`config.mk`:
```
export PLATFORM = sky130hd
export DESIGN_NAME = lda_front
export DESIGN_NICKNAME = d
export VERILOG_FILES = /design/src/lda_pkg.sv /design/src/lda_front.sv
export SDC_FILE = /design/constraint.sdc
export NUM_CORES = 1
export LEC_CHECK = 0
export ABC_AREA = 1
export BUFFER_PORTS_ARGS = -buffer_cell sky130_fd_sc_hd__clkbuf_2
export CELL_PAD_IN_SITES_DETAIL_PLACEMENT = 0
export CELL_PAD_IN_SITES_GLOBAL_PLACEMENT = 1
export CORE_MARGIN = 2
export CORE_UTILIZATION = 40
export DETAILED_ROUTE_END_ITERATION = 6
export GPL_TIMING_DRIVEN = 0
export PLACE_DENSITY = 0.9
export SLEW_MARGIN = 30
export SYNTH_ARGS = -nofsm -noshare
export SYNTH_HDL_FRONTEND = slang
export SYNTH_SLANG_ARGS = --single-unit
```
`constraint.sdc`:
```
create_clock -name clk -period 0.9 [get_ports clk]
set_clock_uncertainty 0.15 [all_clocks]
set_input_delay 0 -clock clk [delete_from_list [all_inputs] [get_ports clk]]
set_output_delay 0 -clock clk [all_outputs]
set_load 0.01 [all_outputs]
```
`src/lda_pkg.sv`:
```
// shared types, operation and status codes for the log-domain arithmetic unit
// also holds the elaboration-time series used to fill the correction tables
`default_nettype none

package lda_pkg;

	typedef enum logic [1:0] {
		CMD_ADD = 2'd0,
		CMD_SUB = 2'd1,
		CMD_MUL = 2'd2,
		CMD_DIV = 2'd3
	} cmd_t;

	typedef enum logic [1:0] {
		ST_OK      = 2'd0,
		ST_SUB_BIG = 2'd1,
		ST_DIV_Z   = 2'd2,
		ST_SAT     = 2'd3
	} status_t;

	localparam int LOG_W = 32;

	localparam logic signed [LOG_W-1:0] LOG_MAX = {1'b0, {(LOG_W-1){1'b1}}};
	localparam logic signed [LOG_W-1:0] LOG_MIN = {1'b1, {(LOG_W-1){1'b0}}};

	// operands and their compare results, carried down the pipe
	typedef struct packed {
		cmd_t                     cmd;
		logic                     az;
		logic                     bz;
		logic signed [LOG_W-1:0]  a;
		logic signed [LOG_W-1:0]  b;
		logic                     a_gt_b;
		logic                     a_eq_b;
		logic        [LOG_W-1:0]  d;
		logic signed [LOG_W-1:0]  m;
		logic signed [LOG_W:0]    sum;
		logic signed [LOG_W:0]    dif;
	} front_t;

	localparam logic [63:0] Q30_ONE = 64'd1 << 30;

	// shift-subtract divide, elaboration only
	function automatic logic [63:0] udiv64(input logic [63:0] n, input logic [63:0] d);
		logic [64:0] r;
		logic [63:0] q;
		r = '0;
		q = '0;
		for (int i = 63; i >= 0; i--) begin
			r = {r[63:0], n[i]};
			if (r >= {1'b0, d}) begin
				r = r - {1'b0, d};
				q[i] = 1'b1;
			end
		end
		return q;
	endfunction

	// 2*atanh(z), z in q30
	function automatic logic [63:0] twice_atanh(input logic [63:0] z);
		logic [63:0] z2;
		logic [63:0] p;
		logic [63:0] acc;
		logic [63:0] n;
		z2  = (z * z) >> 30;
		p   = z;
		acc = '0;
		n   = 64'd1;
		while (p != 0 && n < 64'd400) begin
			acc = acc + udiv64(p, n);
			p   = (p * z2) >> 30;
			n   = n + 64'd2;
		end
		return acc << 1;
	endfunction

	// exp(-f), f in q30, 0 <= f <= 1
	function automatic logic [63:0] exp_neg_frac(input logic [63:0] f);
		logic signed [63:0] acc;
		logic [63:0] t;
		logic [63:0] n;
		acc = $signed(Q30_ONE);
		t   = Q30_ONE;
		n   = 64'd1;
		while (t != 0 && n < 64'd64) begin
			t = udiv64((t * f) >> 30, n);
			if (n[0])
				acc = acc - $signed(t);
			else
				acc = acc + $signed(t);
			n = n + 64'd1;
		end
		return (acc < 0) ? 64'd0 : acc;
	endfunction

	// exp(-x), x in q30 below 16, e1 = exp(-1) in q30
	function automatic logic [63:0] exp_neg(input logic [63:0] x, input logic [63:0] e1);
		logic [63:0] r;
		logic [63:0] k;
		r = exp_neg_frac(x & (Q30_ONE - 64'd1));
		k = x >> 30;
		while (k > 0) begin
			r = (r * e1) >> 30;
			k = k - 64'd1;
		end
		return r;
	endfunction

	// ln(w), w in q30, 0 < w <= 2
	function automatic logic signed [63:0] ln_q30(input logic [63:0] w_in,
		input logic [63:0] ln2);
		logic [63:0] w;
		logic signed [63:0] k;
		logic signed [63:0] res;
		w = (w_in == 0) ? 64'd1 : w_in;
		k = '0;
		while (w < (Q30_ONE >> 1)) begin
			w = w << 1;
			k = k + 64'sd1;
		end
		if (w >= Q30_ONE)
			res = $signed(twice_atanh(udiv64((w - Q30_ONE) << 30, w + Q30_ONE)));
		else
			res = -$signed(twice_atanh(udiv64((Q30_ONE - w) << 30, Q30_ONE + w)));
		return res - k * $signed(ln2);
	endfunction

	// q30 to fb fraction bits, round half away from zero
	function automatic logic signed [63:0] to_frac(input logic signed [63:0] v,
		input int fb);
		logic [63:0] half;
		logic [63:0] mag;
		half = 64'd1 << (30 - fb - 1);
		if (v >= 0)
			return $signed((v + half) >> (30 - fb));
		mag = -v;
		return -$signed((mag + half) >> (30 - fb));
	endfunction

endpackage

`default_nettype wire

```
`src/lda_front.sv`:
```
// stage one: register the beat with its compare, difference, sum and max
// depends on lda_pkg
`default_nettype none

module lda_front
	import lda_pkg::*;
(
	input  wire logic                    clk,
	input  wire logic                    arst_n,
	input  wire logic                    in_vld,
	input  wire cmd_t                    cmd,
	input  wire logic signed [LOG_W-1:0] a_log,
	input  wire logic                    a_zero,
	input  wire logic signed [LOG_W-1:0] b_log,
	input  wire logic                    b_zero,
	output logic                         vld_s1,
	output front_t                       f_s1
);

	front_t f_d;

	always_comb begin
		f_d        = '0;
		f_d.cmd    = cmd;
		f_d.az     = a_zero;
		f_d.bz     = b_zero;
		f_d.a      = a_log;
		f_d.b      = b_log;
		f_d.a_gt_b = a_log > b_log;
		f_d.a_eq_b = a_log == b_log;
		f_d.m      = f_d.a_gt_b ? a_log : b_log;
		// |a - b| never exceeds 2^32 - 1
		f_d.d      = f_d.a_gt_b ? LOG_W'(a_log - b_log) : LOG_W'(b_log - a_log);
		f_d.sum    = {a_log[LOG_W-1], a_log} + {b_log[LOG_W-1], b_log};
		f_d.dif    = {a_log[LOG_W-1], a_log} - {b_log[LOG_W-1], b_log};
	end

	always_ff @(posedge clk or negedge arst_n) begin
		if (!arst_n) begin
			vld_s1 <= 1'b0;
		end else begin
			vld_s1 <= in_vld;
		end
	end

	always_ff @(posedge clk) begin
		if (in_vld) begin
			f_s1 <= f_d;
		end
	end

endmodule

`default_nettype wire

```
==> reports/qor.yml <==
layout:
  area_growth_pct: 62.02
  fill_cells: 2653
  layout_commonest_cell: "nand2_1"
  final_cell_mix: "nand2_1 (378), clkbuf_2 (211), edfxtp_1 (198)"
  fin_nets: 2403
  post_route_cells_drive_above_1_share_pct: 49.53
  antenna_cells: 0
status:
  outcome: "finished with violations"
  failed_checks: "design-rule violations, negative hold slack, negative setup slack"
placed_design:
  place_hpwl_um: 35290
  pre_cts_slack_ps: -1875
  gp_congestion: 0.9758
  io_buffers: 271
timing:
  finalWorstSetupSlack_ps: -1005
  final-setup-viol-count: 328
  worst_slew_margin_rel_pct: 70.05
  rsz0062_at_grt: "true"
  tightest_slew_ps: 449.3
  holdWs_ps: -381.3
  fmax_mhz: 525.0
  slew_violations: 0
  hold_viol_final: 48
  fin_crit_sh_pct: 211.6
  period_needed_ps: 1905
power_and_ir_drop:
  intPower_mw: 21.01
  seq_power_share_pct: 36.5
  combPwrFrac_pct: 41.3
  leakage_nw: 10.28
  p_per_area_nw_per_um2: 1517
  power_frac_clock_pct: 22.1
  p_switching_mw: 12.17
  ir_drop_v: 0.001386
  sw_frac_of_total_pct: 36.67
route:
  post_drt_wl_per_cell_um: 19.40
  via_per_inst: 5.068
  dr.first_iter.drc_count: 993
  vias: 13650
  firstDrtPassIters: 7
  final_antenna_net_count: 0
  drcViolationCount: 11
  routed_wl_um: 52250
die:
  dieArea_sq_um: 35230
  die_y_um: 187.7
  pin_count: 272
  start_util_pct: 40.46
  row_count: 67
  coreArea_sq_um: 33360
  die_x_um: 187.7
clocking:
  cts_root_buf: "clkbuf_16"
  clockBufferDepth: 2
  numCtsBuffers: 17
  hold_buffers: 67
  cts_tree: "done"
  clock_sinks: 199
  htreeDepth: 4
  path_clk_slew_ps: 70
worst_hold_path:
  hp-class: "in2reg"
worst_setup_path:
  worstPathCellList: "buf_12, inv_8, ha_4, nand2_2, nand2_2, nand2_2, nand2_2, inv_2, nand3_4, nand2_2, nand2_2, nand2_4, nand3_4, buf_12, nand2_8, buf_12, buf_16, nand2_2, nand2_2"
  endpoint_kind: "register"
  critPathBufInv: 6
  cpMostUsedCell: "nand2_2"
  crit_type: "in2reg"
  worstPathArrival_ps: 1980
  startpoint_type: "input pin"
  cp_max_fo: 7
  slowest_stage: "ha_4"
  crit_required_ps: 980
  critPathMaxStageDelay_ps: 350
  critPathTopFamily: "simple AND/OR/NAND/NOR gates"
logic_synthesis:
  yosys_warnings: 0
  netlist-cell-type-count: 37
  syn_area_sq_um: 13500
  ys_ff_latch: 199
  synth_edf_count: 198
  synth_top_flop_cell: "edfxtp_1"
  ys_seq_area_share_pct: 44.23
  postSynthCellCount: 1701
  async_flop_share_pct: 0.5025
  syn-num-nets: 1871
  syn_area_per_cell_sq_um: 7.936
global_route:
  grt_usage_pct: 27.48
  grt_pass1_wl_um: 73200
  grt_max_degree: 90
  gr-total-overflow: 0
  grt_pass1_vias: 12900
  antenna_found_initial: 0
job:
  maxCapViolations: 0
synthesized netlist by cell type (5+ instances only):
cell type / number / share of area (%)
nand2_2: 15 / 0.70
o21ai_1: 7 / 0.26
o21ai_0: 41 / 1.5
inv_1: 257 / 7.1
buf_4: 12 / 0.67
nand4_1: 14 / 0.65
nand3_1: 134 / 5.0
edfxtp_1: 198 / 44
nor3_1: 9 / 0.33
a21o_1: 5 / 0.28
nor2_1: 90 / 2.5
o21bai_1: 11 / 0.61
nor2_2: 12 / 0.56
xor2_1: 46 / 3.0
buf_2: 29 / 1.1
inv_2: 18 / 0.50
nand2_1: 573 / 16
buf_6: 7 / 0.58
ha_1: 96 / 8.9
a21oi_1: 101 / 3.7
what timing repair did:
| action | CTS | global route |
|---|---|---|
| hold endpoints to repair | 144 | 48 |
| buffers inserted | 98 | 102 |
| pin swaps | 62 | 196 |
| setup endpoints to repair | 330 | 329 |
| gates cloned | 10 | 1 |
| gates resized for setup | 256 | 541 |
cells by family (layout without fill, tap and decap cells):
family,count (synthesis),count (layout),share of synthesized area [%]
buffers and inverters,325,867,10.03
adder cells (fa/ha/maj),99,99,9.343
XOR/XNOR,48,48,3.114
AO/OA/AOI/OAI,168,168,6.581
AND/OR/NAND/NOR,862,864,26.70
flip-flops,199,199,44.23
cell type report:
cell class / instances / area (sq um) / share of cell area (%)
Buffer: 18 / 215.2 / 0.9840
Clock inverter: 14 / 122.6 / 0.5606
Timing Repair Buffer: 542 / 4397 / 20.10
Inverter: 276 / 1185 / 5.418
Sequential cell: 199 / 5971 / 27.30
Clock buffer: 17 / 425.4 / 1.945
Multi-Input combinational cell: 1179 / 8995 / 41.13
Tap cell: 448 / 560.5 / 2.563
sequential cells by signal, indices dropped and copies added (netlist names):
register	flops
f_s1	198
vld_s1	1
metrics by stage:
stage          instance area (sq um)  util [%]  power (mW)  setup TNS (ps)  instances
3_3_place_gp                   16430     49.25       21.53         -786730       2420
4_1_cts                        19490     58.43       30.91         -139870       2607
6_report                       21870     65.55       33.18         -137750       2693
3_5_place_dp                   16490     49.44       21.61         -245160       2422
5_1_grt                        21870     65.55       34.52         -150290       2693
2_1_floorplan                  14510         -       18.02          -97520       1701
worst paths after layout:
kind,startpoint,endpoint,slack (ps),cells past startpoint
setup / recovery,a_log[6],f_s1[112]$_DFFE_PP_,-1000,19
hold / removal,b_log[1],f_s1[133]$_DFFE_PP_,-380,1
max in group asynchronous,arst_n,vld_s1$_DFF_PN0_,270,3
min in group asynchronous,arst_n,vld_s1$_DFF_PN0_,230,3
per-layer routing:
metal / wire length (um) / global-route usage, %
met5: 0 / 0
met4: 1304 / 7.935
met3: 3320 / 4.716
met2: 25030 / 44.84
met1: 22600 / 37.60
power by group through the flow:
stage | Sequential, mW | Combinational (mW) | Clock (mW)
2_1_floorplan | 13.0 | 5.05 | 0
3_3_place_gp | 12.3 | 9.20 | 0
3_5_place_dp | 12.3 | 9.30 | 0
4_1_cts | 12.1 | 11.4 | 7.39
5_1_grt | 12.2 | 14.6 | 7.72
6_report | 12.1 | 13.7 | 7.33
(Power assumes the default switching activity.)
