## config.mk

```make
export PLATFORM = sky130hd
export DESIGN_NAME = lda_back
export DESIGN_NICKNAME = d
export VERILOG_FILES = /design/src/lda_pkg.sv /design/src/lda_back.sv
export SDC_FILE = /design/constraint.sdc
export NUM_CORES = 1
export LEC_CHECK = 0
export BUFFER_PORTS_ARGS = -buffer_cell sky130_fd_sc_hd__buf_2
export CAP_MARGIN = 10
export CELL_PAD_IN_SITES_DETAIL_PLACEMENT = 1
export CELL_PAD_IN_SITES_GLOBAL_PLACEMENT = 1
export CORE_UTILIZATION = 30
export DETAILED_ROUTE_END_ITERATION = 6
export HOLD_SLACK_MARGIN = 0.05
export PLACE_DENSITY_LB_ADDON = 0.1
export SYNTH_ARGS = -nofsm -noshare
export SYNTH_HDL_FRONTEND = slang
export SYNTH_SLANG_ARGS = --single-unit
```

## constraint.sdc

```tcl
create_clock -name clk -period 0.8 [get_ports clk]
set_clock_uncertainty 0.1 [all_clocks]
set_input_delay 0.16 -clock clk [delete_from_list [all_inputs] [get_ports clk]]
set_output_delay 0.16 -clock clk [all_outputs]
set_load 0.02 [all_outputs]
```

## src/lda_pkg.sv

```systemverilog
// shared types, operation and status codes for the log-domain arithmetic unit
// also holds the elaboration-time series used to fill the correction tables
`default_nettype none

package lda_pkg;

	typedef enum logic [1:0] {
		CMD_ADD = 2'd0,
		CMD_SUB = 2'd1,
		CMD_MUL = 2'd2,
		CMD_DIV = 2'd3
	} cmd_t;

	typedef enum logic [1:0] {
		ST_OK      = 2'd0,
		ST_SUB_BIG = 2'd1,
		ST_DIV_Z   = 2'd2,
		ST_SAT     = 2'd3
	} status_t;

	localparam int LOG_W = 32;

	localparam logic signed [LOG_W-1:0] LOG_MAX = {1'b0, {(LOG_W-1){1'b1}}};
	localparam logic signed [LOG_W-1:0] LOG_MIN = {1'b1, {(LOG_W-1){1'b0}}};

	// operands and their compare results, carried down the pipe
	typedef struct packed {
		cmd_t                     cmd;
		logic                     az;
		logic                     bz;
		logic signed [LOG_W-1:0]  a;
		logic signed [LOG_W-1:0]  b;
		logic                     a_gt_b;
		logic                     a_eq_b;
		logic        [LOG_W-1:0]  d;
		logic signed [LOG_W-1:0]  m;
		logic signed [LOG_W:0]    sum;
		logic signed [LOG_W:0]    dif;
	} front_t;

	localparam logic [63:0] Q30_ONE = 64'd1 << 30;

	// shift-subtract divide, elaboration only
	function automatic logic [63:0] udiv64(input logic [63:0] n, input logic [63:0] d);
		logic [64:0] r;
		logic [63:0] q;
		r = '0;
		q = '0;
		for (int i = 63; i >= 0; i--) begin
			r = {r[63:0], n[i]};
			if (r >= {1'b0, d}) begin
				r = r - {1'b0, d};
				q[i] = 1'b1;
			end
		end
		return q;
	endfunction

	// 2*atanh(z), z in q30
	function automatic logic [63:0] twice_atanh(input logic [63:0] z);
		logic [63:0] z2;
		logic [63:0] p;
		logic [63:0] acc;
		logic [63:0] n;
		z2  = (z * z) >> 30;
		p   = z;
		acc = '0;
		n   = 64'd1;
		while (p != 0 && n < 64'd400) begin
			acc = acc + udiv64(p, n);
			p   = (p * z2) >> 30;
			n   = n + 64'd2;
		end
		return acc << 1;
	endfunction

	// exp(-f), f in q30, 0 <= f <= 1
	function automatic logic [63:0] exp_neg_frac(input logic [63:0] f);
		logic signed [63:0] acc;
		logic [63:0] t;
		logic [63:0] n;
		acc = $signed(Q30_ONE);
		t   = Q30_ONE;
		n   = 64'd1;
		while (t != 0 && n < 64'd64) begin
			t = udiv64((t * f) >> 30, n);
			if (n[0])
				acc = acc - $signed(t);
			else
				acc = acc + $signed(t);
			n = n + 64'd1;
		end
		return (acc < 0) ? 64'd0 : acc;
	endfunction

	// exp(-x), x in q30 below 16, e1 = exp(-1) in q30
	function automatic logic [63:0] exp_neg(input logic [63:0] x, input logic [63:0] e1);
		logic [63:0] r;
		logic [63:0] k;
		r = exp_neg_frac(x & (Q30_ONE - 64'd1));
		k = x >> 30;
		while (k > 0) begin
			r = (r * e1) >> 30;
			k = k - 64'd1;
		end
		return r;
	endfunction

	// ln(w), w in q30, 0 < w <= 2
	function automatic logic signed [63:0] ln_q30(input logic [63:0] w_in,
		input logic [63:0] ln2);
		logic [63:0] w;
		logic signed [63:0] k;
		logic signed [63:0] res;
		w = (w_in == 0) ? 64'd1 : w_in;
		k = '0;
		while (w < (Q30_ONE >> 1)) begin
			w = w << 1;
			k = k + 64'sd1;
		end
		if (w >= Q30_ONE)
			res = $signed(twice_atanh(udiv64((w - Q30_ONE) << 30, w + Q30_ONE)));
		else
			res = -$signed(twice_atanh(udiv64((Q30_ONE - w) << 30, Q30_ONE + w)));
		return res - k * $signed(ln2);
	endfunction

	// q30 to fb fraction bits, round half away from zero
	function automatic logic signed [63:0] to_frac(input logic signed [63:0] v,
		input int fb);
		logic [63:0] half;
		logic [63:0] mag;
		half = 64'd1 << (30 - fb - 1);
		if (v >= 0)
			return $signed((v + half) >> (30 - fb));
		mag = -v;
		return -$signed((mag + half) >> (30 - fb));
	endfunction

endpackage

`default_nettype wire

```

## src/lda_back.sv

```systemverilog
// stage four: final add, saturation and the zero and error cases
// depends on lda_pkg
`default_nettype none

module lda_back
	import lda_pkg::*;
(
	input  wire logic                    clk,
	input  wire logic                    arst_n,
	input  wire logic                    vld_s3,
	input  wire front_t                  f_s3,
	input  wire logic signed [LOG_W-1:0] corr_s3,
	output logic                         vld_s4,
	output logic signed [LOG_W-1:0]      r_s4,
	output logic                         rz_s4,
	output status_t                      st_s4
);

	logic signed [LOG_W+1:0] v;
	logic signed [LOG_W-1:0] vsat;
	logic                    ovf;
	logic signed [LOG_W-1:0] r;
	logic                    rz;
	status_t                 st;

	always_comb begin
		case (f_s3.cmd)
			CMD_ADD, CMD_SUB: v = {{2{f_s3.m[LOG_W-1]}}, f_s3.m}
				+ {{2{corr_s3[LOG_W-1]}}, corr_s3};
			CMD_MUL: v = {f_s3.sum[LOG_W], f_s3.sum};
			CMD_DIV: v = {f_s3.dif[LOG_W], f_s3.dif};
			default: v = '0;
		endcase
	end

	always_comb begin
		ovf  = 1'b1;
		if (v > $signed({{2{LOG_MAX[LOG_W-1]}}, LOG_MAX}))
			vsat = LOG_MAX;
		else if (v < $signed({{2{LOG_MIN[LOG_W-1]}}, LOG_MIN}))
			vsat = LOG_MIN;
		else begin
			vsat = v[LOG_W-1:0];
			ovf  = 1'b0;
		end
	end

	always_comb begin
		r  = vsat;
		rz = 1'b0;
		st = ovf ? ST_SAT : ST_OK;
		case (f_s3.cmd)
			CMD_ADD: begin
				if (f_s3.az) begin
					r  = f_s3.b;
					rz = f_s3.bz;
					st = ST_OK;
				end else if (f_s3.bz) begin
					r  = f_s3.a;
					st = ST_OK;
				end
			end
			CMD_SUB: begin
				if (f_s3.bz) begin
					r  = f_s3.a;
					rz = f_s3.az;
					st = ST_OK;
				end else if (f_s3.az || (!f_s3.a_gt_b && !f_s3.a_eq_b)) begin
					rz = 1'b1;
					st = ST_SUB_BIG;
				end else if (f_s3.a_eq_b) begin
					rz = 1'b1;
					st = ST_OK;
				end
			end
			CMD_MUL: begin
				if (f_s3.az || f_s3.bz) begin
					rz = 1'b1;
					st = ST_OK;
				end
			end
			CMD_DIV: begin
				if (f_s3.bz) begin
					r  = LOG_MAX;
					st = ST_DIV_Z;
				end else if (f_s3.az) begin
					rz = 1'b1;
					st = ST_OK;
				end
			end
			default: begin
				rz = 1'b1;
			end
		endcase
		if (rz)
			r = '0;
	end

	always_ff @(posedge clk or negedge arst_n) begin
		if (!arst_n) begin
			vld_s4 <= 1'b0;
		end else begin
			vld_s4 <= vld_s3;
		end
	end

	always_ff @(posedge clk) begin
		if (vld_s3) begin
			r_s4  <= r;
			rz_s4 <= rz;
			st_s4 <= st;
		end
	end

endmodule

`default_nettype wire

```

==> flow_summary.json <==
{
  "slew-limit-headroom_pct": 51.5,
  "netlist_top_cells_count": "83 x a21oi_1, 73 x o21ai_0, 67 x nor2_1",
  "synth_area_leaders": "edfxtp_1 19%, a21oi_1 7.6%, ha_1 7.4%",
  "finalSetupTns_ns": -72.42,
  "ys_seq_area_share_pct": 19.8,
  "syn_inst": 722,
  "pwr_density_cell_mw_per_mm2": 1290,
  "max_stage_delay_ns": 0.34,
  "io_buffers": 238,
  "grt_pass1_wl_um": 39500,
  "cp.arrival_ns": 2.69,
  "grt_pass1_vias": 7604,
  "worst_slack_ns": -1.94,
  "cellLeakagePower_nw": 4.34,
  "grt_max_degree": 60,
  "drv_slew": 0,
  "start_util_pct": 31.1,
  "area_growth_pct": 81.6,
  "cp-end-kind": "flop",
  "min_period_ns": 2.74,
  "dr.pass1.iters": 4,
  "numCtsBuffers": 5,
  "vdd_drop_max_uv": 800,
  "grt_overflow": 0,
  "htree_levels": 2,
  "drive_gt1_share_pct": 54.4,
  "synth-seq-cells": 36,
  "synth.distinct_cells": 75,
  "critPathBufInv": 2,
  "dieHeight_um": 137,
  "clkTransAtPathRegs_ns": 0.06,
  "num-fill-cells": 2110,
  "dp_cells": 1287,
  "worstPathRequired_ns": 0.74,
  "synth_top_cell_by_area": "edfxtp_1",
  "synth_top_area_share_pct": 19.3,
  "synth.most_common_cell": "a21oi_1",
  "stdcell_area_mm2": 0.00988,
  "layout.nets": 1369,
  "placed_cell_area_mm2": 0.00816,
  "rsz0062_at_grt": "yes",
  "cp_slowest_cell": "a221o_1",
  "worstHoldPathType": "primary input to async pin",
  "die_area_mm2": 0.0187,
  "instances_no_fill": 1328,
  "wl_um": 26400,
  "num_vias": 7272,
  "fmax_mhz": 365,
  "syn_nets": 990,
  "tightest_slew_ns": 0.720,
  "cp-start-kind": "primary input",
  "place_congestion": 0.861,
  "drt-wirelength-per-cell_um": 19.9,
  "status": "finished with violations",
  "clock-sinks": 36,
  "grtUsageTotal_pct": 27.0,
  "critical_path_class": "primary input to flop",
  "synth-edff-count": 35,
  "postRouteAntennaNets": 0,
  "dp_hpwl_um": 20300,
  "cp.depth": 12,
  "power_mw": 12.8,
  "cp_cell_sequence": "buf_6 > ha_4 > and2_4 > a221o_1 > a31o_1 > a221oi_2 > buf_4 > o31ai_4 > a21o_1 > mux2i_2 > o211a_1 > o221a_2",
  "path_delay_family": "compound AO/OA/AOI/OAI gates",
  "syn_area_per_cell_um2": 7.53,
  "core.rowCount": 48,
  "yosys_warnings": 0,
  "viasPerCell": 5.48,
  "drt_iter0_drc": 245,
  "async_flop_share_pct": 2.78,
  "antenna_found_initial": 1,
  "maxCapViolCount": 0,
  "cts_root_buf": "clkbuf_16",
  "design.core.area_mm2": 0.0175,
  "hold_violations": 0,
  "drcViolationCount": 0,
  "critical_path.max_fanout": 6,
  "min_period_over_period_pct": 343,
  "cts_tree": "built",
  "setup_viol": 71,
  "die_w_um": 137,
  "violations": "setup timing",
  "synth_area_mm2": 0.00544,
  "synth_ff_type": "edfxtp_1",
  "clock_path_buffers": 2,
  "io_pins": 271
}
area by class of cell:
type,instances,area (um^2),area share (%)
diodes,1,2.50,0.0253
clock buffers,5,125,1.27
clock inverters,3,42.5,0.431
inverters,22,82.6,0.836
multi-input cells,606,5040,51.1
flip-flops and latches,36,1080,10.9
well taps,225,282,2.85
repair buffers,430,3220,32.6
layout by cell type (no fill, tap or decap), drive strengths merged, types with 4 or more instances in the layout:
cell type    n
buf        426
a21oi       85
o21ai       80
nor2        67
nand2       60
edfxtp      35
ha          32
mux2i       30
nand3b      25
a221oi      24
inv         20
a21o        17
xnor2       13
a211oi      12
o22ai       11
xor2        11
a31oi       10
clkbuf       8
nor2b        8
and3         7
nand2b       7
and4         7
nor3         7
nand3        7
o221ai       7
o21a         6
nand4        6
o211ai       6
maj3         6
o31ai        5
mux2         4
o21bai       4
and2         4
routing by layer:
metal,track usage (%),part of all wire [%],up-vias
met5,0,0,-
met4,7.47,2.1,0
met3,1.22,3.2,31
met2,47.6,50,191
met1,35.7,45,3551
li1,-,-,3499
worst paths after layout:
| check | startpoint | end | slack (ns) |
|---|---|---|---|
| max in group asynchronous | arst_n | vld_s4 | 0.45 |
| min in group clk | vld_s3 | vld_s4 | 0.15 |
| hold / removal | arst_n | vld_s4 | 0.07 |
| setup / recovery | corr_s3[8] | r_s4[21] | -1.94 |
flip-flops by register name (all words and copies together), names as in the netlist:
name / flops
vld_s4: 1
r_s4: 32
st_s4: 2
rz_s4: 1
cells by family after synthesis:
group,count (synthesis),share of synthesized area (%)
flops,36,19.8
compound gates,294,35.3
fa+ha+maj,39,8.86
buf+inv,80,6.10
mux,34,6.35
xor+xnor,24,3.86
simple gates,215,19.7
power breakdown:
part,total (mW),internal (mW),switching [mW]
Sequential,2.52,2.39,0.125
Combinational,7.96,3.92,4.04
Clock,2.29,1.46,0.822
metrics by stage:
step	setup slack [ns]	utilization, %	hold slack (ns)
finish	-1.94	56.5	0.0705
floorplan	-2.03	-	-0.236
detailed placement	-2.43	46.7	-0.164
CTS	-1.91	53.4	0.0719
global route	-2.00	56.5	0.0846
global placement	-2.38	46.7	-0.165
timing repair:
item                                    in CTS  in global routing
pin swaps                                   55                 57
buffers inserted                            16                  9
endpoints found under the hold margin        1                  0
hold buffers                                 1                  0
endpoints found under the setup margin      71                 71
gates cloned                                 5                  3
gates resized for setup                    151                113
No activity file was read; power rests on OpenSTA's default activity.
