[config.mk]
export PLATFORM = sky130hd
export DESIGN_NAME = lda_index
export DESIGN_NICKNAME = d
export VERILOG_FILES = /design/src/lda_pkg.sv /design/src/lda_index.sv
export SDC_FILE = /design/constraint.sdc
export NUM_CORES = 1
export LEC_CHECK = 0
export BUFFER_PORTS_ARGS = -buffer_cell sky130_fd_sc_hd__buf_2
export CORE_AREA = 2 2 163 165
export CTS_CLUSTER_DIAMETER = 40
export DETAILED_ROUTE_END_ITERATION = 6
export DIE_AREA = 0 0 165 167
export GPL_ROUTABILITY_DRIVEN = 0
export HOLD_SLACK_MARGIN = 0.05
export PLACE_DENSITY = 0.61
export SKIP_CTS_REPAIR_TIMING = 1
export SYNTH_ARGS = -nofsm -noshare
export SYNTH_HDL_FRONTEND = slang
export SYNTH_SLANG_ARGS = --single-unit
export TNS_END_PERCENT = 100
[constraint.sdc]
create_clock -name clk -period 0.8 [get_ports clk]
set_input_delay 0.08 -clock clk [delete_from_list [all_inputs] [get_ports clk]]
set_output_delay 0.08 -clock clk [all_outputs]
set_load 0.1 [all_outputs]
[src/lda_pkg.sv]
// shared types, operation and status codes for the log-domain arithmetic unit
// also holds the elaboration-time series used to fill the correction tables
`default_nettype none

package lda_pkg;

	typedef enum logic [1:0] {
		CMD_ADD = 2'd0,
		CMD_SUB = 2'd1,
		CMD_MUL = 2'd2,
		CMD_DIV = 2'd3
	} cmd_t;

	typedef enum logic [1:0] {
		ST_OK      = 2'd0,
		ST_SUB_BIG = 2'd1,
		ST_DIV_Z   = 2'd2,
		ST_SAT     = 2'd3
	} status_t;

	localparam int LOG_W = 32;

	localparam logic signed [LOG_W-1:0] LOG_MAX = {1'b0, {(LOG_W-1){1'b1}}};
	localparam logic signed [LOG_W-1:0] LOG_MIN = {1'b1, {(LOG_W-1){1'b0}}};

	// operands and their compare results, carried down the pipe
	typedef struct packed {
		cmd_t                     cmd;
		logic                     az;
		logic                     bz;
		logic signed [LOG_W-1:0]  a;
		logic signed [LOG_W-1:0]  b;
		logic                     a_gt_b;
		logic                     a_eq_b;
		logic        [LOG_W-1:0]  d;
		logic signed [LOG_W-1:0]  m;
		logic signed [LOG_W:0]    sum;
		logic signed [LOG_W:0]    dif;
	} front_t;

	localparam logic [63:0] Q30_ONE = 64'd1 << 30;

	// shift-subtract divide, elaboration only
	function automatic logic [63:0] udiv64(input logic [63:0] n, input logic [63:0] d);
		logic [64:0] r;
		logic [63:0] q;
		r = '0;
		q = '0;
		for (int i = 63; i >= 0; i--) begin
			r = {r[63:0], n[i]};
			if (r >= {1'b0, d}) begin
				r = r - {1'b0, d};
				q[i] = 1'b1;
			end
		end
		return q;
	endfunction

	// 2*atanh(z), z in q30
	function automatic logic [63:0] twice_atanh(input logic [63:0] z);
		logic [63:0] z2;
		logic [63:0] p;
		logic [63:0] acc;
		logic [63:0] n;
		z2  = (z * z) >> 30;
		p   = z;
		acc = '0;
		n   = 64'd1;
		while (p != 0 && n < 64'd400) begin
			acc = acc + udiv64(p, n);
			p   = (p * z2) >> 30;
			n   = n + 64'd2;
		end
		return acc << 1;
	endfunction

	// exp(-f), f in q30, 0 <= f <= 1
	function automatic logic [63:0] exp_neg_frac(input logic [63:0] f);
		logic signed [63:0] acc;
		logic [63:0] t;
		logic [63:0] n;
		acc = $signed(Q30_ONE);
		t   = Q30_ONE;
		n   = 64'd1;
		while (t != 0 && n < 64'd64) begin
			t = udiv64((t * f) >> 30, n);
			if (n[0])
				acc = acc - $signed(t);
			else
				acc = acc + $signed(t);
			n = n + 64'd1;
		end
		return (acc < 0) ? 64'd0 : acc;
	endfunction

	// exp(-x), x in q30 below 16, e1 = exp(-1) in q30
	function automatic logic [63:0] exp_neg(input logic [63:0] x, input logic [63:0] e1);
		logic [63:0] r;
		logic [63:0] k;
		r = exp_neg_frac(x & (Q30_ONE - 64'd1));
		k = x >> 30;
		while (k > 0) begin
			r = (r * e1) >> 30;
			k = k - 64'd1;
		end
		return r;
	endfunction

	// ln(w), w in q30, 0 < w <= 2
	function automatic logic signed [63:0] ln_q30(input logic [63:0] w_in,
		input logic [63:0] ln2);
		logic [63:0] w;
		logic signed [63:0] k;
		logic signed [63:0] res;
		w = (w_in == 0) ? 64'd1 : w_in;
		k = '0;
		while (w < (Q30_ONE >> 1)) begin
			w = w << 1;
			k = k + 64'sd1;
		end
		if (w >= Q30_ONE)
			res = $signed(twice_atanh(udiv64((w - Q30_ONE) << 30, w + Q30_ONE)));
		else
			res = -$signed(twice_atanh(udiv64((Q30_ONE - w) << 30, Q30_ONE + w)));
		return res - k * $signed(ln2);
	endfunction

	// q30 to fb fraction bits, round half away from zero
	function automatic logic signed [63:0] to_frac(input logic signed [63:0] v,
		input int fb);
		logic [63:0] half;
		logic [63:0] mag;
		half = 64'd1 << (30 - fb - 1);
		if (v >= 0)
			return $signed((v + half) >> (30 - fb));
		mag = -v;
		return -$signed((mag + half) >> (30 - fb));
	endfunction

endpackage

`default_nettype wire

[src/lda_index.sv]
// stage two: scale the log difference into a correction table index
// depends on lda_pkg
`default_nettype none

module lda_index
	import lda_pkg::*;
#(
	parameter int FRAC_BITS     = 16,
	parameter int TABLE_ENTRIES = 1024,
	parameter int IW            = $clog2(TABLE_ENTRIES)
) (
	input  wire logic   clk,
	input  wire logic   arst_n,
	input  wire logic   vld_s1,
	input  wire front_t f_s1,
	output logic        vld_s2,
	output front_t      f_s2,
	output logic        in_rng_s2,
	output logic [IW-1:0] idx_s2
);

	localparam int DW = FRAC_BITS + 4;
	localparam int TW = $clog2(TABLE_ENTRIES + 1);

	logic [DW+TW-1:0] prod;
	logic             in_rng;

	// d below 16.0 uses the table, otherwise the correction is zero
	assign in_rng = f_s1.d[LOG_W-1:DW] == '0;
	assign prod   = {{TW{1'b0}}, f_s1.d[DW-1:0]} * (DW+TW)'(TABLE_ENTRIES);

	always_ff @(posedge clk or negedge arst_n) begin
		if (!arst_n) begin
			vld_s2 <= 1'b0;
		end else begin
			vld_s2 <= vld_s1;
		end
	end

	always_ff @(posedge clk) begin
		if (vld_s1) begin
			f_s2      <= f_s1;
			in_rng_s2 <= in_rng;
			idx_s2    <= prod[DW +: IW];
		end
	end

endmodule

`default_nettype wire

==> impl_metrics.env, run 1 <==
export IMPL_yosysMostFrequentCell="edfxtp_1"
export IMPL_synth_top_family_by_area="buffers and inverters"
export IMPL_synthArstFlopShare=0.004950
export IMPL_synth_area_um2=6161
export IMPL_utilization=0.5790
export IMPL_numCtsBuffers=29
export IMPL_chipWidth_um=165
export IMPL_dp_slack_ns=-0.1736
export IMPL_finalMaxSlewViolations=0
export IMPL_fin_crit_ns=1.314
export IMPL_clk_path_buf_depth=3
export IMPL_synth_compound_area_share=0
export IMPL_fmax_ghz=0.7613
export IMPL_maxCapViolCount=0
export IMPL_core_um2=25760
export IMPL_num_io_pins=415
export IMPL_cp_slowest_cell="edfxtp_1"
export IMPL_synth_simple_area_share=0.004062
export IMPL_cp_end_kind="primary output"
export IMPL_drtAntennaViolNets=0
export IMPL_clk_pin_slew_worst_paths_ns=0.06
export IMPL_synth_mux_area_frac=0
export IMPL_drive_above_1_share=0.5330
export IMPL_synth_edf_count=201
export IMPL_nets=1073
export IMPL_wire_per_inst_um=18.42
export IMPL_synth_seq_area_share=0.9838
export IMPL_htree_levels=1
export IMPL_yosysTopAreaCell="edfxtp_1"
export IMPL_yosys_register_bits=202
export IMPL_critical_path_buf_inv_count=1
export IMPL_n_fill_cell=1830
export IMPL_synth_top_area_frac=0.9797
export IMPL_cts_tree="yes"
export IMPL_fin_crit_sh=1.642
export IMPL_hp_class="primary input to flop"
export IMPL_via_per_inst=3.912
export IMPL_overflow=0
export IMPL_peakVddDrop_uv=1629
export IMPL_stdcell_area_um2=14920
export IMPL_rsz0062_at_grt="yes"
export IMPL_row_count=59
export IMPL_setup_viol_count_final=213
export IMPL_drt_total_wl_um=22700
export IMPL_num_vias=4820
export IMPL_synth_area_leaders="edfxtp_1 98%, buf_4 1.2%, dfrtp_1 0.41%"
export IMPL_drc=0
export IMPL_synth_nets=419
export IMPL_p_leak_nw=6.179
export IMPL_grt_usage=0.1298
export IMPL_outcome="finished, violations left"
export IMPL_first_pass_iters=4
export IMPL_antenna_found_initial=5
export IMPL_placed_area_um2=11930
export IMPL_yosysWarnings=0
export IMPL_cts_sinks=202
export IMPL_crit_fanout=2
export IMPL_tightest_slew_ns=0.2763
export IMPL_dieArea_um2=27560
export IMPL_grt_pass1_vias=4243
export IMPL_cp_arrival_ns=1.23
export IMPL_crit_family="flip-flops"
export IMPL_cts_root_buf="clkbuf_16"
export IMPL_crit_required_ns=0.72
export IMPL_area_growth_pct=142.1
export IMPL_violations="negative setup slack"
export IMPL_grt_start_max_net_pins=46
export IMPL_whs_ns=0.06441
export IMPL_slew_headroom=0.8141
export IMPL_max_stage_delay_ns=0.48
export IMPL_setup_slack_ns=-0.5136
export IMPL_synth_main_ff_cell="edfxtp_1"
export IMPL_syn_inst=216
export IMPL_power_density_nw_per_um2=2492
export IMPL_grt_first_pass_wirelength_um=26230
export IMPL_avgSynthCellArea_um2=28.52
export IMPL_synth_fa_ha_area_frac=0
export IMPL_initial_utilization=0.2391
export IMPL_path_cells="buf_12"
export IMPL_die_h_um=167
export IMPL_dp_hpwl_um=15310
export IMPL_worst_setup_path_start_kind="flop"
export IMPL_crit_type="flop to primary output"
export IMPL_power_total_w=0.03717
export IMPL_first_iter_violations=255
export IMPL_ys_types=5
export IMPL_io_buffers=414
export IMPL_synth_xor_area_frac=0
export IMPL_final_hold_viol_count=0
export IMPL_yosys_top_cells_count="201 x edfxtp_1, 10 x buf_4, 3 x nor4_1"
## final cells by class
class / instances / area, um^2 / area share
clock inverters: 23 / 215.2 / 0.01443
flip-flops and latches: 202 / 6062 / 0.4064
diodes: 4 / 10.01 / 0.0006710
well taps: 335 / 419.2 / 0.02810
repair buffers: 633 / 7453 / 0.4996
clock buffers: 31 / 733.2 / 0.04915
multi-input cells: 4 / 25.02 / 0.001677
## stage by stage
step | setup TNS [ns] | std cells
detailed placement | -20.08 | 971
floorplan | -42.63 | 216
finish | -91.38 | 1232
global placement | -17.05 | 971
CTS | -97.68 | 1025
global route | -101.10 | 1230
## per-layer routing
metal  track usage  wire (um)  up-vias
met5             0         13        -
met4       0.03970        473        2
met3       0.06451       2296       39
met2        0.2353      12360      274
met1        0.1279       7556     2310
li1              -          -     2195
## power by group
part / switching (W) / total, W / internal [W]
Clock: 0.00494 / 0.0124 / 0.00744
Sequential: 0.000748 / 0.0134 / 0.0126
Combinational: 0.00723 / 0.0114 / 0.00418
Total: 0.0129 / 0.0372 / 0.0243
## cell families (layout without fill, tap and decap cells)
family,Yosys count,after routing
AND/OR/NAND/NOR,4,4
buffers and inverters,10,687
flip-flops,202,202
other,0,4
## registers in the layout, summed over array words and instances (netlist names)
register / cells
f_s2: 191
vld_s2: 1
idx_s2: 9
in_rng_s2: 1
## placed cells by master, fill, tap and decap left out
cell           Yosys  final
dlygate4sd3_1      0    203
edfxtp_1         201    201
bufinv_16          0      2
inv_8              0      6
clkinv_4           0      1
dfrtp_2            0      1
clkbuf_16          0     29
inv_6              0      4
diode_2            0      4
nor4_1             3      3
buf_4             10     13
clkbuf_8           0      1
buf_12             0    215
clkinv_2           0      2
clkinv_1           0      7
clkinvlp_4         0      1
clkbuf_1           0      2
buf_2              0    201
and3_1             1      1
## path summary, 6_finish.rpt
path                       slack, ns  depth (start not counted)                  end                 from
max                            -0.51                          1            idx_s2[9]  f_s2[117]$_DFFE_PP_
min                             0.06                          3  in_rng_s2$_DFFE_PP_            f_s1[118]
max in group asynchronous       0.27                          3     vld_s2$_DFF_PN0_               arst_n
min in group asynchronous       0.41                          3     vld_s2$_DFF_PN0_               arst_n
Note: power is estimated with default switching activity, not from simulation.
==> run 2, diff against run 1 <==
--- a/config.mk
+++ b/config.mk
@@ -5,14 +5,15 @@
 export SDC_FILE = /design/constraint.sdc
 export NUM_CORES = 1
 export LEC_CHECK = 0
+export ABC_AREA = 1
 export BUFFER_PORTS_ARGS = -buffer_cell sky130_fd_sc_hd__buf_2
-export CORE_AREA = 2 2 163 165
+export CORE_AREA = 2 2 159 161
 export CTS_CLUSTER_DIAMETER = 40
 export DETAILED_ROUTE_END_ITERATION = 6
-export DIE_AREA = 0 0 165 167
+export DIE_AREA = 0 0 161 163
 export GPL_ROUTABILITY_DRIVEN = 0
 export HOLD_SLACK_MARGIN = 0.05
-export PLACE_DENSITY = 0.61
+export PLACE_DENSITY = 0.63
 export SKIP_CTS_REPAIR_TIMING = 1
 export SYNTH_ARGS = -nofsm -noshare
 export SYNTH_HDL_FRONTEND = slang
==> constraint.sdc (replaced) <==
create_clock -name clk -period 1.5 [get_ports clk]
set_input_delay 0.15 -clock clk [delete_from_list [all_inputs] [get_ports clk]]
set_output_delay 0.15 -clock clk [all_outputs]
set_load 0.1 [all_outputs]
==> run 2 against run 1 <==
The run now ends clean. Count of clock-buffer cells in the layout decreased by 4. Non-clock buffer count unchanged. Worst hold slack improved by 0.27 ns. Synthesized cell count increased by 6.9%. Sequential power decreased by 49%. Clock power decreased by 52%. First-iteration DRC count decreased by 12%. Setup slack improved by 0.54 ns. Critical path depth unchanged. Combinational power decreased by 59%. Sequential share of layout area increased by 11 points. Critical path type unchanged.
==> impl_metrics.env, run 2 <==
export IMPL_yosys_top_cells_count="201 x edfxtp_1, 10 x buf_4, 8 x inv_1"
export IMPL_crit_type="flop to primary output"
export IMPL_yosysMostFrequentCell="edfxtp_1"
export IMPL_drtAntennaViolNets=0
export IMPL_largest_reg_flops=191
export IMPL_cts_tree="yes"
export IMPL_diodes=0
export IMPL_cp_end_kind="primary output"
export IMPL_chipWidth_um=161
export IMPL_io_buffers=414
export IMPL_drt_total_wl_um=19860
export IMPL_synth_top_family_by_area="buffers and inverters"
export IMPL_power_total_w=0.01749
export IMPL_grt_first_pass_wirelength_um=22490
export IMPL_cp_arrival_ns=1.32
export IMPL_reg_top3="f_s2 x191, idx_s2 x9"
export IMPL_synth_xor_area_frac=0
export IMPL_hp_class="primary input to flop"
export IMPL_num_vias=4754
export IMPL_fmax_ghz=0.6800
export IMPL_htree_levels=1
export IMPL_synth_area_leaders="edfxtp_1 97%, buf_4 1.2%, inv_1 0.48%"
export IMPL_tightest_slew_ns=0.5162
export IMPL_synth_fa_ha_area_frac=0
export IMPL_n_fill_cell=2062
export IMPL_multi_input_area_um2=43.79
export IMPL_row_count=58
export IMPL_synth_area_um2=6210
export IMPL_syn_inst=231
export IMPL_fin_crit_sh=0.9803
export IMPL_min_from="f_s1[23]"
export IMPL_synth_main_ff_cell="edfxtp_1"
export IMPL_nets=1084
export IMPL_synthArstFlopShare=0.004950
export IMPL_drive_above_1_share=0.5261
export IMPL_yosysTopAreaCell="edfxtp_1"
export IMPL_max_stage_delay_ns=0.44
export IMPL_avgSynthCellArea_um2=26.88
export IMPL_power_density_nw_per_um2=1494
export IMPL_clockPowerShare=0.340
export IMPL_dp_hpwl_um=12570
export IMPL_maxCapViolCount=0
export IMPL_final_hold_viol_count=0
export IMPL_swShare=0.3598
export IMPL_first_iter_violations=225
export IMPL_dieArea_um2=26240
export IMPL_initial_utilization=0.2517
export IMPL_whs_ns=0.3370
export IMPL_first_pass_iters=4
export IMPL_antenna_found_initial=0
export IMPL_synth_top_area_frac=0.9720
export IMPL_mostFrequentLayoutCells="396 x buf_2, 203 x dlygate4sd3_1, 201 x edfxtp_1, 25 x clkbuf_16, 16 x clkbuf_4"
export IMPL_num_io_pins=415
export IMPL_synth_simple_area_share=0.007052
export IMPL_regMostFlops="f_s2"
export IMPL_yosysWarnings=0
export IMPL_synth_edf_count=201
export IMPL_synth_seq_area_share=0.9760
export IMPL_cp_slowest_cell="buf_2"
export IMPL_cts_sinks=202
export IMPL_setup_slack_ns=0.02948
export IMPL_worst_setup_path_start_kind="flop"
export IMPL_synth_mux_area_frac=0
export IMPL_ys_types=7
export IMPL_crit_fanout=2
export IMPL_p_switching_w=0.006293
export IMPL_power_frac_seq=0.391
export IMPL_grt_start_max_net_pins=61
export IMPL_slew_headroom=0.6582
export IMPL_fin_crit_ns=1.471
export IMPL_via_per_inst=3.868
export IMPL_peakVddDrop_uv=1063
export IMPL_cts_root_buf="clkbuf_16"
export IMPL_crit_family="buffers and inverters"
export IMPL_p_leak_nw=5.025
export IMPL_setup_viol_count_final=0
export IMPL_core_um2=24670
export IMPL_outcome="finished clean"
export IMPL_critical_path_buf_inv_count=1
export IMPL_synth_compound_area_share=0
export IMPL_cp_startpoint="idx_s2[3]$_DFFE_PP_"
export IMPL_final_common_cell="buf_2"
export IMPL_synth_nets=434
export IMPL_path_cells="buf_2"
export IMPL_grt_usage=0.1129
export IMPL_clk_path_buf_depth=3
export IMPL_wire_per_inst_um=16.16
export IMPL_crit_required_ns=1.35
export IMPL_numCtsBuffers=25
export IMPL_dp_slack_ns=0.4247
export IMPL_comb_power_share=0.269
export IMPL_yosys_register_bits=202
export IMPL_area_growth_pct=88.47
export IMPL_intPower_w=0.01119
export IMPL_finalMaxSlewViolations=0
export IMPL_drc=0
export IMPL_die_h_um=163
export IMPL_clk_pin_slew_worst_paths_ns=0.06
export IMPL_grt_pass1_vias=3975
export IMPL_seqCellArea_um2=6061
export IMPL_overflow=0
==> run 2: changes by cell type after synthesis, sizes merged <==
| cell | delta |
|---|---|
| nor4 | -3 |
| inv | +8 |
| nor2 | +5 |
| and3 | -1 |
| nand2 | +6 |
==> run 2: worst paths after layout <==
check / end / slack (ns) / cells past startpoint
worst max-delay path: f_s2[111] / 0.03 / 1
min in group asynchronous: vld_s2$_DFF_PN0_ / 0.51 / 3
max in group asynchronous: vld_s2$_DFF_PN0_ / 0.87 / 3
worst min-delay path: f_s2[23]$_DFFE_PP_ / 0.34 / 2
==> run 2: power groups by stage <==
stage	clock (W)	sequential, W	combinational [W]
after floorplan	0	0.0101	0.000196
after global placement	0	0.00692	0.00425
after detailed placement	0	0.00694	0.00426
after CTS	0.00602	0.00682	0.00426
after global routing	0.00635	0.00687	0.00481
final	0.00594	0.00684	0.00471
==> run 2: cells by family (layout without fill, tap and decap cells) <==
kind of cell,after synthesis,after routing
AND/OR/NAND/NOR,11,11
buffers and inverters,18,686
flip-flops,202,202
==> run 2: final cells by class <==
class,instances,area share
Tap cell,330,0.03528
Inverter,8,0.002566
Clock inverter,18,0.01689
Timing Repair Buffer,633,0.3696
Sequential cell,202,0.5179
Clock buffer,27,0.05409
Multi-Input combinational cell,11,0.003742
==> run 2: per-layer routing <==
| metal | part of all wire | vias to the layer above | routed length, um | GRT usage |
|---|---|---|---|---|
| met5 | 0 | - | 0 | 0 |
| met2 | 0.50 | 309 | 9908 | 0.1867 |
| met3 | 0.10 | 29 | 2059 | 0.05348 |
| li1 | - | 2206 | - | - |
| met1 | 0.37 | 2210 | 7418 | 0.1287 |
| met4 | 0.024 | 0 | 473 | 0.03937 |
==> run 2: through the flow <==
step / cell area, um^2 / utilization / std cells / TNS (ns)
after floorplan: 6210 / - / 231 / 0
after global placement: 8801 / 0.3567 / 981 / 0
after detailed placement: 8801 / 0.3567 / 981 / 0
after CTS: 9632 / 0.3904 / 1026 / -0.05186
after global routing: 11700 / 0.4743 / 1229 / -0.02788
final: 11700 / 0.4743 / 1229 / 0
==> run 3, diff against run 2 <==
--- a/config.mk
+++ b/config.mk
@@ -7,13 +7,13 @@
 export LEC_CHECK = 0
 export ABC_AREA = 1
 export BUFFER_PORTS_ARGS = -buffer_cell sky130_fd_sc_hd__buf_2
-export CORE_AREA = 2 2 159 161
+export CORE_AREA = 2 2 163 165
 export CTS_CLUSTER_DIAMETER = 40
 export DETAILED_ROUTE_END_ITERATION = 6
-export DIE_AREA = 0 0 161 163
+export DIE_AREA = 0 0 165 167
 export GPL_ROUTABILITY_DRIVEN = 0
 export HOLD_SLACK_MARGIN = 0.05
-export PLACE_DENSITY = 0.63
+export PLACE_DENSITY = 0.61
 export SKIP_CTS_REPAIR_TIMING = 1
 export SYNTH_ARGS = -nofsm -noshare
 export SYNTH_HDL_FRONTEND = slang
==> constraint.sdc (replaced) <==
create_clock -name clk -period 1.8 [get_ports clk]
set_input_delay 0.18 -clock clk [delete_from_list [all_inputs] [get_ports clk]]
set_output_delay 0.18 -clock clk [all_outputs]
set_load 0.1 [all_outputs]
==> run 3 against run 2 <==
Worst hold slack worse by 0.13 ns. Count of clock-buffer cells in the layout is 2 higher. Clock power is 17% lower. Critical endpoint is now idx_s2[4]. Design area is 0.55% lower. Highest routed layer is now met5. Sequential share of layout area is 0.28 points higher. Critical path type unchanged. Wire length is 1.8% lower.
==> impl_metrics.env, run 3 (synthesis results as in run 2) <==
export IMPL_outcome="finished clean"
export IMPL_htree_levels=1
export IMPL_fin_tns_setup_ns=0
export IMPL_cts_root_buf="clkbuf_16"
export IMPL_grt_start_max_net_pins=48
export IMPL_hp_class="primary input to flop"
export IMPL_final_common_cell="buf_2"
export IMPL_cp_end_kind="primary output"
export IMPL_setup_viol_count_final=0
export IMPL_chipWidth_um=165
export IMPL_cp_slowest_cell="buf_2"
export IMPL_first_iter_violations=229
export IMPL_fin_crit_sh=0.8396
export IMPL_drt_total_wl_um=19500
export IMPL_antenna_found_initial=3
export IMPL_rsz0062_at_grt="no"
export IMPL_num_io_pins=415
export IMPL_stdcell_area_um2=11640
export IMPL_crit_fanout=2
export IMPL_grt_pass1_vias=4044
export IMPL_cts_sinks=202
export IMPL_largest_reg_flops=191
export IMPL_grt_usage=0.1126
export IMPL_tightest_slew_ns=0.5251
export IMPL_min_to="f_s2[159]$_DFFE_PP_"
export IMPL_numCtsBuffers=25
export IMPL_comb_power_share=0.268
export IMPL_crit_family="buffers and inverters"
export IMPL_p_leak_nw=5.003
export IMPL_final_hold_viol_count=0
export IMPL_critical_path_buf_inv_count=1
export IMPL_worst_setup_path_start_kind="flop"
export IMPL_drc=0
export IMPL_min_delay_path_depth=1
export IMPL_clk_path_buf_depth=3
export IMPL_first_pass_iters=5
export IMPL_crit_required_ns=1.62
export IMPL_swShare=0.3556
export IMPL_finalMaxSlewViolations=0
export IMPL_fin_crit_ns=1.511
export IMPL_p_switching_w=0.005168
export IMPL_dp_hpwl_um=13380
export IMPL_overflow=0
export IMPL_intPower_w=0.009367
export IMPL_crit_type="flop to primary output"
export IMPL_core_um2=25760
export IMPL_power_density_nw_per_um2=1249
export IMPL_initial_utilization=0.2410
export IMPL_maxCapViolCount=0
export IMPL_io_buffers=414
export IMPL_mostFrequentLayoutCells="413 x buf_2, 202 x dlygate4sd3_1, 201 x edfxtp_1, 25 x clkbuf_16, 14 x buf_4"
export IMPL_drtAntennaViolNets=0
export IMPL_dieArea_um2=27560
export IMPL_path_cells="buf_2"
export IMPL_drive_above_1_share=0.5256
export IMPL_area_growth_pct=87.45
export IMPL_power_frac_seq=0.392
export IMPL_max_stage_delay_ns=0.45
export IMPL_fmax_ghz=0.6617
export IMPL_clk_pin_slew_worst_paths_ns=0.06
export IMPL_cp_arrival_ns=1.33
export IMPL_cts_tree="yes"
export IMPL_wire_per_inst_um=15.80
export IMPL_clockPowerShare=0.341
export IMPL_nets=1083
export IMPL_peakVddDrop_uv=878.4
export IMPL_slew_headroom=0.6523
export IMPL_grt_first_pass_wirelength_um=23070
export IMPL_utilization=0.4518
export IMPL_regMostFlops="f_s2"
export IMPL_whs_ns=0.2028
export IMPL_placed_area_um2=8780
export IMPL_min_from="vld_s1"
export IMPL_num_vias=4714
export IMPL_die_h_um=167
export IMPL_via_per_inst=3.820
export IMPL_reg_top3="f_s2 x191, idx_s2 x9"
export IMPL_row_count=59
run 3: cell count changes in the layout (fill, tap and decap cells not counted), moves of 2 or more:
cell	before	now
clkbuf_8	1	3
buf_2	396	413
clkbuf_4	16	0
buf_12	4	2
inv_6	4	1
run 3: how the worst max path moves through the flow:
stage,start,end,slack [ns],depth (start not counted)
2_1_floorplan,idx_s2[0]$_DFFE_PP_,idx_s2[0],0.27,1
3_3_place_gp,vld_s1,f_s2[7]$_DFFE_PP_,0.59,2
3_5_place_dp,vld_s1,f_s2[7]$_DFFE_PP_,0.58,2
4_1_cts,f_s2[16]$_DFFE_PP_,f_s2[16],0.26,1
5_1_grt,idx_s2[8]$_DFFE_PP_,idx_s2[8],0.25,1
6_report,idx_s2[4]$_DFFE_PP_,idx_s2[4],0.29,1
run 3: power by group through the flow:
stage	logic, W	registers (W)	clock network, W
floorplan	0.000163	0.00845	0
global placement	0.00354	0.00577	0
detailed placement	0.00354	0.00579	0
CTS	0.00354	0.00569	0.00507
global route	0.00398	0.00573	0.00528
finish	0.00389	0.00569	0.00495
run 3: final cells by class:
| type | instances | area (um^2) |
|---|---|---|
| Inverter | 8 | 30.03 |
| Clock buffer | 29 | 660.6 |
| Clock inverter | 16 | 175.2 |
| Antenna cell | 1 | 2.502 |
| Tap cell | 335 | 419.2 |
| Fill cell | 2235 | 14120 |
| Timing Repair Buffer | 632 | 4248 |
| Multi-Input combinational cell | 11 | 43.79 |
| Sequential cell | 202 | 6061 |
run 3: metal layers:
layer	up-vias	part of all wire	track usage
met5	-	0.0014	0
met4	4	0.029	0.04083
met3	55	0.10	0.04035
met2	280	0.51	0.1978
met1	2170	0.36	0.1241
li1	2205	-	-
run 3: through the flow:
step                setup WS (ns)  instances  power (W)
CTS                        0.2620       1031    0.01430
global route               0.2537       1234    0.01499
global placement           0.5892        986   0.009311
detailed placement         0.5801        986   0.009328
floorplan                  0.2732        231   0.008611
finish                     0.2887       1234    0.01454
